## config.mk

```make
export PLATFORM = sky130hd
export DESIGN_NAME = sorted_insert_table_top
export DESIGN_NICKNAME = d
export VERILOG_FILES = /design/src/rtl/sit_pkg.sv /design/src/rtl/sit_ctrl.sv /design/src/rtl/sit_dp.sv /design/src/rtl/sorted_insert_table_top.sv
export VERILOG_INCLUDE_DIRS = /design/src /design/src/rtl
export SDC_FILE = /design/constraint.sdc
export NUM_CORES = 2
export LEC_CHECK = 0
export ABC_AREA = 1
export BUFFER_PORTS_ARGS = -buffer_cell sky130_fd_sc_hd__clkbuf_2
export CELL_PAD_IN_SITES_DETAIL_PLACEMENT = 1
export CELL_PAD_IN_SITES_GLOBAL_PLACEMENT = 1
export CORE_MARGIN = 1.5
export CORE_UTILIZATION = 53
export DETAILED_ROUTE_END_ITERATION = 6
export PLACE_DENSITY_LB_ADDON = 0.1
export REMOVE_ABC_BUFFERS = 1
export SKIP_CTS_REPAIR_TIMING = 1
export SYNTH_ARGS = -nofsm -noshare
export SYNTH_HDL_FRONTEND = slang
export SYNTH_HIERARCHICAL = 1
export SYNTH_SLANG_ARGS = --single-unit
```

## constraint.sdc

```tcl
create_clock -name clk -period 13.2 [get_ports clk]
set_input_delay 2.64 -clock clk [delete_from_list [all_inputs] [get_ports clk]]
set_output_delay 2.64 -clock clk [all_outputs]
set_load 0.02 [all_outputs]
```

## src/rtl/sorted_insert_table_top_assert.svh

```systemverilog
// ----------------------------------------------------------------------------
// sorted_insert_table_top_assert.svh
// Assertion macros for the sorted insert table.
// ----------------------------------------------------------------------------
`ifndef SORTED_INSERT_TABLE_TOP_ASSERT_SVH
`define SORTED_INSERT_TABLE_TOP_ASSERT_SVH

// same-cycle implication
`define SIT_ASSERT_IMP(name, clk, rst_n, ante, cons, msg) \
	name: assert property (@(posedge clk) disable iff (!rst_n) (ante) |-> (cons)) \
		else $error(msg);

// next-cycle implication
`define SIT_ASSERT_NXT(name, clk, rst_n, ante, cons, msg) \
	name: assert property (@(posedge clk) disable iff (!rst_n) (ante) |=> (cons)) \
		else $error(msg);

`endif

```

## src/rtl/sit_pkg.sv

```systemverilog
// ----------------------------------------------------------------------------
// sit_pkg
// Types and constants shared by the sorted insert table modules.
// ----------------------------------------------------------------------------
package sit_pkg;

	localparam int CAPACITY      = 16;
	localparam int CNT_W         = $clog2(CAPACITY + 1);
	localparam int WORD_W        = 32;
	localparam int INDEX_FIELD_W = 4;
	localparam int COUNT_FIELD_W = 5;

	localparam logic signed [WORD_W-1:0] EMPTY_MARK = -32'sd1;

	localparam logic OP_INSERT = 1'b0;
	localparam logic OP_READ   = 1'b1;

	typedef struct packed {
		logic                      op;
		logic signed [WORD_W-1:0]  value;
		logic [INDEX_FIELD_W-1:0]  index;
	} req_t;

	typedef struct packed {
		logic                      accepted;
		logic signed [WORD_W-1:0]  read_value;
		logic                      read_valid;
		logic [COUNT_FIELD_W-1:0]  entry_count;
		logic signed [WORD_W-1:0]  smallest;
		logic signed [WORD_W-1:0]  largest;
	} rsp_t;

	typedef enum logic [1:0] {
		ST_IDLE,
		ST_EXEC,
		ST_RESP
	} state_t;

	typedef struct packed {
		logic load;
		logic exec;
	} cmd_t;

endpackage

```

## src/rtl/sit_ctrl.sv

```systemverilog
// ----------------------------------------------------------------------------
// sit_ctrl
// Controller: accepts one request, runs it through the datapath and holds
// the response until it is taken.
// ----------------------------------------------------------------------------
module sit_ctrl (
	input  logic          clk,
	input  logic          arst_n,
	input  logic          req_valid,
	output logic          req_stall,
	output logic          rsp_valid,
	input  logic          rsp_stall,
	output sit_pkg::cmd_t cmd
);
	import sit_pkg::*;

	state_t state_q;
	state_t state_nxt;

	always_ff @(posedge clk or negedge arst_n) begin
		if (!arst_n) begin
			state_q <= ST_IDLE;
		end else begin
			state_q <= state_nxt;
		end
	end

	always_comb begin
		state_nxt = state_q;
		case (state_q)
			ST_IDLE: begin
				if (req_valid) begin
					state_nxt = ST_EXEC;
				end
			end
			ST_EXEC: begin
				state_nxt = ST_RESP;
			end
			ST_RESP: begin
				if (!rsp_stall) begin
					state_nxt = ST_IDLE;
				end
			end
			default: begin
				state_nxt = ST_IDLE;
			end
		endcase
	end

	always_comb begin
		req_stall = 1'b1;
		rsp_valid = 1'b0;
		cmd       = '0;
		case (state_q)
			ST_IDLE: begin
				req_stall = 1'b0;
				cmd.load  = req_valid;
			end
			ST_EXEC: begin
				cmd.exec = 1'b1;
			end
			ST_RESP: begin
				rsp_valid = 1'b1;
			end
			default: begin
				req_stall = 1'b1;
			end
		endcase
	end

endmodule

```

## src/rtl/sit_dp.sv

```systemverilog
// ----------------------------------------------------------------------------
// sit_dp
// Datapath: a row of sorted cells that all compare against the new value
// and shift up in parallel, plus the request and response registers.
// ----------------------------------------------------------------------------
module sit_dp (
	input  logic          clk,
	input  logic          arst_n,
	input  sit_pkg::cmd_t cmd,
	input  sit_pkg::req_t req,
	output sit_pkg::rsp_t rsp
);
	import sit_pkg::*;

	req_t                    req_q;
	rsp_t                    rsp_q;
	logic signed [WORD_W-1:0] cells_q [CAPACITY];
	logic signed [WORD_W-1:0] cells_nxt [CAPACITY];
	logic signed [WORD_W-1:0] shifted [CAPACITY];
	logic signed [WORD_W-1:0] largest_q;
	logic signed [WORD_W-1:0] largest_nxt;
	logic signed [WORD_W-1:0] rd_val;
	logic [CNT_W-1:0]         count_q;
	logic [CNT_W-1:0]         count_after;
	logic [CAPACITY-1:0]      ge;
	logic [CAPACITY-1:0]      take;
	logic [CAPACITY-1:0]      first;
	logic                     full;
	logic                     do_ins;
	logic                     rd_ok;
	rsp_t                     rsp_nxt;

	always_comb begin
		for (int i = 0; i < CAPACITY; i++) begin
			ge[i]   = (CNT_W'(i) < count_q) && ($signed(cells_q[i]) >= $signed(req_q.value));
			take[i] = ge[i] || (CNT_W'(i) == count_q);
		end
		first[0]   = take[0];
		shifted[0] = req_q.value;
		for (int i = 1; i < CAPACITY; i++) begin
			first[i]   = take[i] && !take[i-1];
			shifted[i] = cells_q[i-1];
		end
		for (int i = 0; i < CAPACITY; i++) begin
			if (first[i]) begin
				cells_nxt[i] = req_q.value;
			end else if (take[i]) begin
				cells_nxt[i] = shifted[i];
			end else begin
				cells_nxt[i] = cells_q[i];
			end
		end
	end

	assign full        = (count_q == CNT_W'(CAPACITY));
	assign do_ins      = cmd.exec && (req_q.op == OP_INSERT) && !full;
	assign largest_nxt = (|ge) ? largest_q : req_q.value;
	assign count_after = do_ins ? count_q + CNT_W'(1) : count_q;

	always_comb begin
		rd_val = '0;
		for (int i = 0; i < CAPACITY; i++) begin
			if (int'(req_q.index) == i) begin
				rd_val = cells_q[i];
			end
		end
	end

	assign rd_ok = (req_q.op == OP_READ) && (int'(req_q.index) < int'(count_q));

	always_comb begin
		rsp_nxt.accepted    = do_ins;
		rsp_nxt.read_valid  = rd_ok;
		rsp_nxt.read_value  = rd_ok ? rd_val : '0;
		rsp_nxt.entry_count = COUNT_FIELD_W'(count_after);
		if (count_after == '0) begin
			rsp_nxt.smallest = EMPTY_MARK;
			rsp_nxt.largest  = EMPTY_MARK;
		end else if (do_ins) begin
			rsp_nxt.smallest = cells_nxt[0];
			rsp_nxt.largest  = largest_nxt;
		end else begin
			rsp_nxt.smallest = cells_q[0];
			rsp_nxt.largest  = largest_q;
		end
	end

	always_ff @(posedge clk or negedge arst_n) begin
		if (!arst_n) begin
			count_q <= '0;
		end else if (do_ins) begin
			count_q <= count_after;
		end
	end

	always_ff @(posedge clk) begin
		if (cmd.load) begin
			req_q <= req;
		end
		if (cmd.exec) begin
			rsp_q <= rsp_nxt;
		end
		if (do_ins) begin
			largest_q <= largest_nxt;
			for (int i = 0; i < CAPACITY; i++) begin
				cells_q[i] <= cells_nxt[i];
			end
		end
	end

	assign rsp = rsp_q;

endmodule

```

## src/rtl/sorted_insert_table_top.sv

```systemverilog
// ----------------------------------------------------------------------------
// sorted_insert_table_top
// Bounded table of signed 32-bit values kept in ascending order.
// ----------------------------------------------------------------------------
// Each request either inserts a value in front of the first stored entry
// that is greater than or equal to it, or reads the entry at an index; a
// full table drops inserts with accepted low. Every response carries the
// count and the smallest and largest entries (-1 when empty). One request
// is in flight at a time. An accepted request is loaded into the request
// register and the execute state runs a parallel compare-and-shift over
// all cells into the response register; the response is then valid in
// the response state. The next request can be accepted the cycle after
// the response is taken.
module sorted_insert_table_top (
	input  logic          clk,
	input  logic          arst_n,
	input  logic          req_valid,
	output logic          req_stall,
	input  sit_pkg::req_t req,
	output logic          rsp_valid,
	input  logic          rsp_stall,
	output sit_pkg::rsp_t rsp
);
	import sit_pkg::*;

	cmd_t cmd;

	sit_ctrl u_ctrl (
		.clk       (clk),
		.arst_n    (arst_n),
		.req_valid (req_valid),
		.req_stall (req_stall),
		.rsp_valid (rsp_valid),
		.rsp_stall (rsp_stall),
		.cmd       (cmd)
	);

	sit_dp u_dp (
		.clk    (clk),
		.arst_n (arst_n),
		.cmd    (cmd),
		.req    (req),
		.rsp    (rsp)
	);

	`include "sorted_insert_table_top_assert.svh"

	`SIT_ASSERT_NXT(a_one_in_flight, clk, arst_n, req_valid && !req_stall, req_stall, "request accepted while busy")
	`SIT_ASSERT_NXT(a_exec_to_rsp, clk, arst_n, cmd.exec, rsp_valid, "no response after execute")
	`SIT_ASSERT_IMP(a_min_le_max, clk, arst_n, rsp_valid && (rsp.entry_count != '0), $signed(rsp.smallest) <= $signed(rsp.largest), "smallest above largest")
	`SIT_ASSERT_IMP(a_ins_no_read, clk, arst_n, rsp_valid && rsp.accepted, !rsp.read_valid, "insert flagged as read")

endmodule

```

# --- After elaboration in Yosys (flattened, before gate mapping) ---
# Memories as Yosys holds them, arrays and structs flattened.
# Index checks and enable logic that the tools add are counted.
totals:
  mem_count: 1
  register_bits: 179
  word_cells: 214
  mem_bits_rw: 512
  out_inout_bits: 105
classes:
  muxes: 59
  bitwise: 1
  eq_ne: 35
  reduce_logical: 72
  n_lt_le_gt_ge: 33
  n_addsub: 1
mem_list:
  columns: ["name", "words", "word_bits", "rd", "rd_clocked_by_memory_dff", "write_ports", "line_no", "rtl"]
  rows:
  - ["u_dp.cells_q", 16, 32, 16, 0, 16, "sit_dp.sv:17", "logic signed [WORD_W-1:0] cells_q [CAPACITY];"]
op_table:
  columns: ["op", "count"]
  rows:
  - ["$mux W32", 48]
  - ["$ge A32 B32 Y1", 16]
  - ["$mux W64", 1]
  - ["$eq A4 B5 Y1 const A", 8]
  - ["$lt A4 B5 Y1 const A", 8]
  - ["$logic_and A1 B1 Y1", 34]
  - ["$eq A4 B4 Y1 const B", 8]
  - ["$eq A3 B5 Y1 const A", 4]
  - ["$lt A3 B5 Y1 const A", 4]
  - ["$eq A4 B3 Y1 const B", 4]
  - ["$logic_not A1 Y1", 16]
  - ["$logic_or A1 B1 Y1", 16]
  - ["$reduce_or A16 Y1", 1]
  - ["$eq A2 B5 Y1 const A", 2]
  - ["$logic_not A5 Y1", 2]
  - ["$lt A1 B5 Y1 const A", 2]
  - ["$lt A2 B5 Y1 const A", 2]
  - ["$eq A4 B2 Y1 const B", 2]
  - ["$mux W1", 6]
  - ["$pmux W2 S3", 1]
  - ["$add A5 B1 Y5 const B", 1]
  - ["$eq A1 B5 Y1 const A", 1]
  - ["$eq A5 B5 Y1 const B", 1]
  - ["$lt A4 B5 Y1", 1]
  - ["other kinds (10)", 12]

# --- Longest topological paths before layout ---
logic_depth:
  ltp_word: 17
  depth_mapped: 24
  depth_no_buf: 23

# --- Modules after synthesis ---
# The synthesis kept the hierarchy.
modules_own_cells:
  columns: ["module", "area_each_um2", "cells_each", "n_inst"]
  rows:
  - ["sit_dp", 43719.4, 4876, 1]
  - ["sit_ctrl", 102.6, 14, 1]

# --- Least setup slack after synthesis ---
# Ideal clock, no wire load.
synth_path:
  path_type: "in2reg"
  startpoint: "in req_valid"
  endpoint: "reg u_dp/req_q[0] (netlist bit) (enable)"
  required_time_ps: 12769
  cell_stages: 2
  n_path_buf: 0
  path_slack_ps: 8524
  t_arrival_ps: 4244
  cell_sequence: "inv_1 > nor2_1"
synth_rtl:
  columns: ["element", "line_no", "rtl"]
  rows:
  - ["start: declaration", "sorted_insert_table_top.sv:17", "input logic req_valid,"]
  - ["end signal: assignment", "sit_dp.sv:98", "req_q <= req;"]
  - ["end: declaration", "sit_dp.sv:15", "req_t req_q;"]

# --- Worst setup path after layout ---
layout_path:
  startpoint: "reg u_dp/req_q[9] (netlist bit)"
  endpoint: "reg u_dp.largest_q[1] (data pin)"
layout_via:
  elab_chain_len: 4
  word_cells_on_any_way: 34
layout_lines:
  columns: ["element", "line_no", "rtl"]
  rows:
  - ["$ge A32 B32 Y1", "sit_dp.sv:35", "ge[i] = (CNT_W'(i) < count_q) && ($signed(cells_q[i]) >= $signed(req_q.value));"]
  - ["$logic_and A1 B1 Y1", "sit_dp.sv:35", null]
  - ["$reduce_or A16 Y1 *", "sit_dp.sv:57", "assign largest_nxt = (|ge) ? largest_q : req_q.value;"]
  - ["$mux W32 *", "sit_dp.sv:57", null]
  - ["via u_dp.largest_nxt[1]", "sit_dp.sv:21", "logic signed [WORD_W-1:0] largest_nxt;"]
  - ["end signal: assignment", "sit_dp.sv:104", "largest_q <= largest_nxt;"]
  - ["end: declaration", "sit_dp.sv:20", "logic signed [WORD_W-1:0] largest_q;"]
# Mark *: on every way through the listed nets, which the timed path passes. The rest lies on a longest branch.
# A chain may end at the register's enable or synchronous reset.

==> impl_metrics.tcl <==
set metrics [dict create \
    status "complete, no violations" \
    p_int_mw 5.194 \
    seqPwrFrac 0.360 \
    ioPinCount 146 \
    cts_root_buffer "clkbuf_16" \
    antenna_cells 0 \
    synth_xor_area_frac 0.001199 \
    register_area_mm2 0.02071 \
    drive_gt1_frac 0.07871 \
    syn_inst 4890 \
    reg2reg_slack_ps 8290 \
    required_ps 13590 \
    routed_wirelength_um 131700 \
    synth_compound_area_frac 0.1417 \
    endpoint_kind "flip-flop" \
    peakVddDrop_mv 0.1613 \
    fin_util 0.5881 \
    clk_pin_slew_worst_paths_ps 60 \
    cts_tree "built" \
    hold_viol 0 \
    synth_most_common_cell "nand2_1" \
    wl_per_cell_um 21.59 \
    cp_cell_sequence "inv_1 > ha_1 > a21oi_1 > nor2_1 > nor2_1 > nand2_1 > nand2_1 > nand2_1 > nand2_1 > nand2_1 > nand2_1 > nand3_1 > nand2_1 > nand2_1 > nor2_1 > nand2_2 > buf_4 > nor2_4 > nand2_1 > and2_1" \
    cts.sinks 691 \
    yosysTopAreaCellShare 0.4687 \
    ys_seq_area_frac 0.4727 \
    synthTopCellsByArea "edfxtp_1 (47%), ha_1 (15%), nand2_1 (12%)" \
    crit_path_start_kind "flip-flop" \
    cp.buffers_inverters 2 \
    start_util 0.5346 \
    dr_total_vias 36298 \
    synthMuxAreaShare 0.004340 \
    netlist_area_mm2 0.04382 \
    synth-edff-count 684 \
    min_path_cells 2 \
    hold-path-endpoint "u_ctrl/state_q[1]" \
    synth_adder_area_share 0.1479 \
    slowest_stage "nor2_4" \
    critPathMaxFanout 33 \
    cp_slowest_stage_delay_ps 880 \
    yosys_warnings 6 \
    p_clk_frac 0.257 \
    drt_iter0_markers 1946 \
    htree_levels 3 \
    grt_pass1_vias 37983 \
    fin_setup_tns_ps 0 \
    drv_slew 0 \
    placed_area_mm2 0.04567 \
    arrival_ps 5300 \
    rr_worst_depth 20 \
    drc_errors 0 \
    yosysUniqueCellTypes 45 \
    ys_ff_latch 691 \
    tightest_slew_ps 1203 \
    fin_nets 5537 \
    critical-path-top-delay-family "simple AND/OR/NAND/NOR gates" \
    viasPerCell 5.950 \
    syn2layout_area_growth_pct 10.01 \
    hp-class "flip-flop to flip-flop" \
    multi_input_area_mm2 0.02132 \
    p_sw_mw 3.478 \
    dieHeight_um 290.5 \
    io_buffers 145 \
    grt_use_total 0.3102 \
    gp_congestion 0.8971 \
    hold_start "u_ctrl/state_q[1]" \
    num_rows 105 \
    power_density_mw_per_mm2 179.9 \
    pre_cts_slack_ps 8271 \
    grt_max_degree 72 \
    worstSetupPathType "flip-flop to flip-flop" \
    syn_area_per_cell_um2 8.962 \
    worstSkewPairLatency_ps 650 \
    hold_ws_ps 526.1 \
    stdcell_area_mm2 0.04821 \
    drt_pass1_iterations 5 \
    fillers 9513 \
    setup_ws_ps 8291 \
    dieArea_mm2 0.08442 \
    antenna_found_initial 1 \
    fp.dieW_um 290.5 \
    ys.flop_type "edfxtp_1" \
    max_freq_ghz 0.2037 \
    cts_made_buffers 82 \
    synthTopCellsByCount "nand2_1 (1,429), edfxtp_1 (684), o21ai_0 (578)" \
    cap_viol_max_count 0 \
    cts_buffer_depth 3 \
    synth_top_family_by_area "simple AND/OR/NAND/NOR gates" \
    p_leak_nw 20.24 \
    crit_top_cell "nand2_1" \
    detail-route-antenna-nets 0 \
    synth-simple-area-share 0.1891 \
    dp_hpwl_um 97450 \
    post-route-period-util 0.3719 \
    min_period_ps 4909 \
    slew_headroom 0.1983 \
    grt_pass1_wl_um 207300 \
    swShare 0.4010 \
    setup_viol 0 \
    async_flop_share 0.01013 \
    r2r-start "u_dp/req_q[9]" \
    synth_top_area_cell "edfxtp_1" \
    rsz0062_at_grt "no" \
    core-area_mm2 0.08198 \
    worst_r2r_endpoint "u_dp/largest_q[1]" \
    grt_overflow 0 \
    clock_skew_ps 25.55 \
    combPwrFrac 0.384 \
]
how the worst max path moves through the flow:
| stage | from | endpoint | slack, ps | cells after the start |
|---|---|---|---|---|
| global placement | u_dp/req_q[18] | u_dp/largest_q[13] | 8560 | 18 |
| finish | u_dp/req_q[9] | u_dp/largest_q[1] | 8290 | 20 |
| floorplan | u_ctrl/state_q[1] | u_dp/rsp[0] | 4740 | 14 |
| detailed placement | u_dp/req_q[9] | u_dp/largest_q[1] | 8270 | 20 |
| CTS | u_dp/req_q[9] | u_dp/largest_q[1] | 8260 | 20 |
| global route | u_dp/req_q[9] | u_dp/rsp[4] | 7890 | 20 |
routing by layer:
layer	vias up	GRT usage	share of wire	wire length, µm
li1	17412	-	-	-
met1	17852	0.3680	0.40	53240
met2	787	0.5760	0.52	68500
met3	247	0.02937	0.037	4892
met4	0	0.1214	0.039	5101
met5	-	0	0	0
power groups by stage:
stage | Combinational, mW | Clock (mW) | Sequential [mW]
2_1_floorplan | 2.02 | 0 | 3.23
3_3_place_gp | 3.08 | 0 | 3.15
3_5_place_dp | 3.28 | 0 | 3.16
4_1_cts | 3.32 | 2.27 | 3.12
5_1_grt | 3.71 | 2.34 | 3.14
6_report | 3.33 | 2.23 | 3.12
logic make-up (layout without fill, tap and decap cells):
family          Yosys count  after routing
simple gates           2021           2021
compound gates         1159           1159
flops                   691            691
fa+ha+maj               518            518
buf+inv                 476            617
mux                      19             19
xor+xnor                  6              6
cell usage in the layout (no fill, tap or decap), drive strengths merged, types with 7 or more instances in the layout:
cell type     n
nand4       101
edfxtp      684
nor4         16
nand2      1431
o21bai       39
dfrtp         7
o2111ai      22
nor2        269
o211ai       33
mux2i        19
o21a         33
buf          80
ha          518
inv         255
nand3       141
a21oi       399
and2         33
clkinv       30
o21ai       611
clkbuf      246
nor3         15
area by class of cell:
type | count | share of cell area
well taps | 1070 | 0.02777
multi-input cells | 3723 | 0.4423
repair buffers | 225 | 0.02751
clock inverters | 36 | 0.007397
inverters | 255 | 0.02001
flip-flops and latches | 691 | 0.4297
clock buffers | 101 | 0.04537
per-stage QoR:
step           std cells  power (mW)
6_report            6101       8.672
2_1_floorplan       4669       5.243
3_3_place_gp        5964       6.240
4_1_cts             6101       8.711
5_1_grt             6101       9.195
3_5_place_dp        5964       6.440
registers in the layout, summed over array words and instances (netlist names):
signal and flops:
u_dp/count_q 5, u_dp/req_q 37, u_dp/rsp 103, u_ctrl/state_q 2, u_dp/largest_q 32, u_dp/cells_q 512
worst min-delay path, delay by kind of cell (launching register included):
kind | cells | cell delay [ps]
AND/OR/NAND/NOR | 2 | 140
flip-flops | 1 | 350
(Power assumes the default switching activity.)
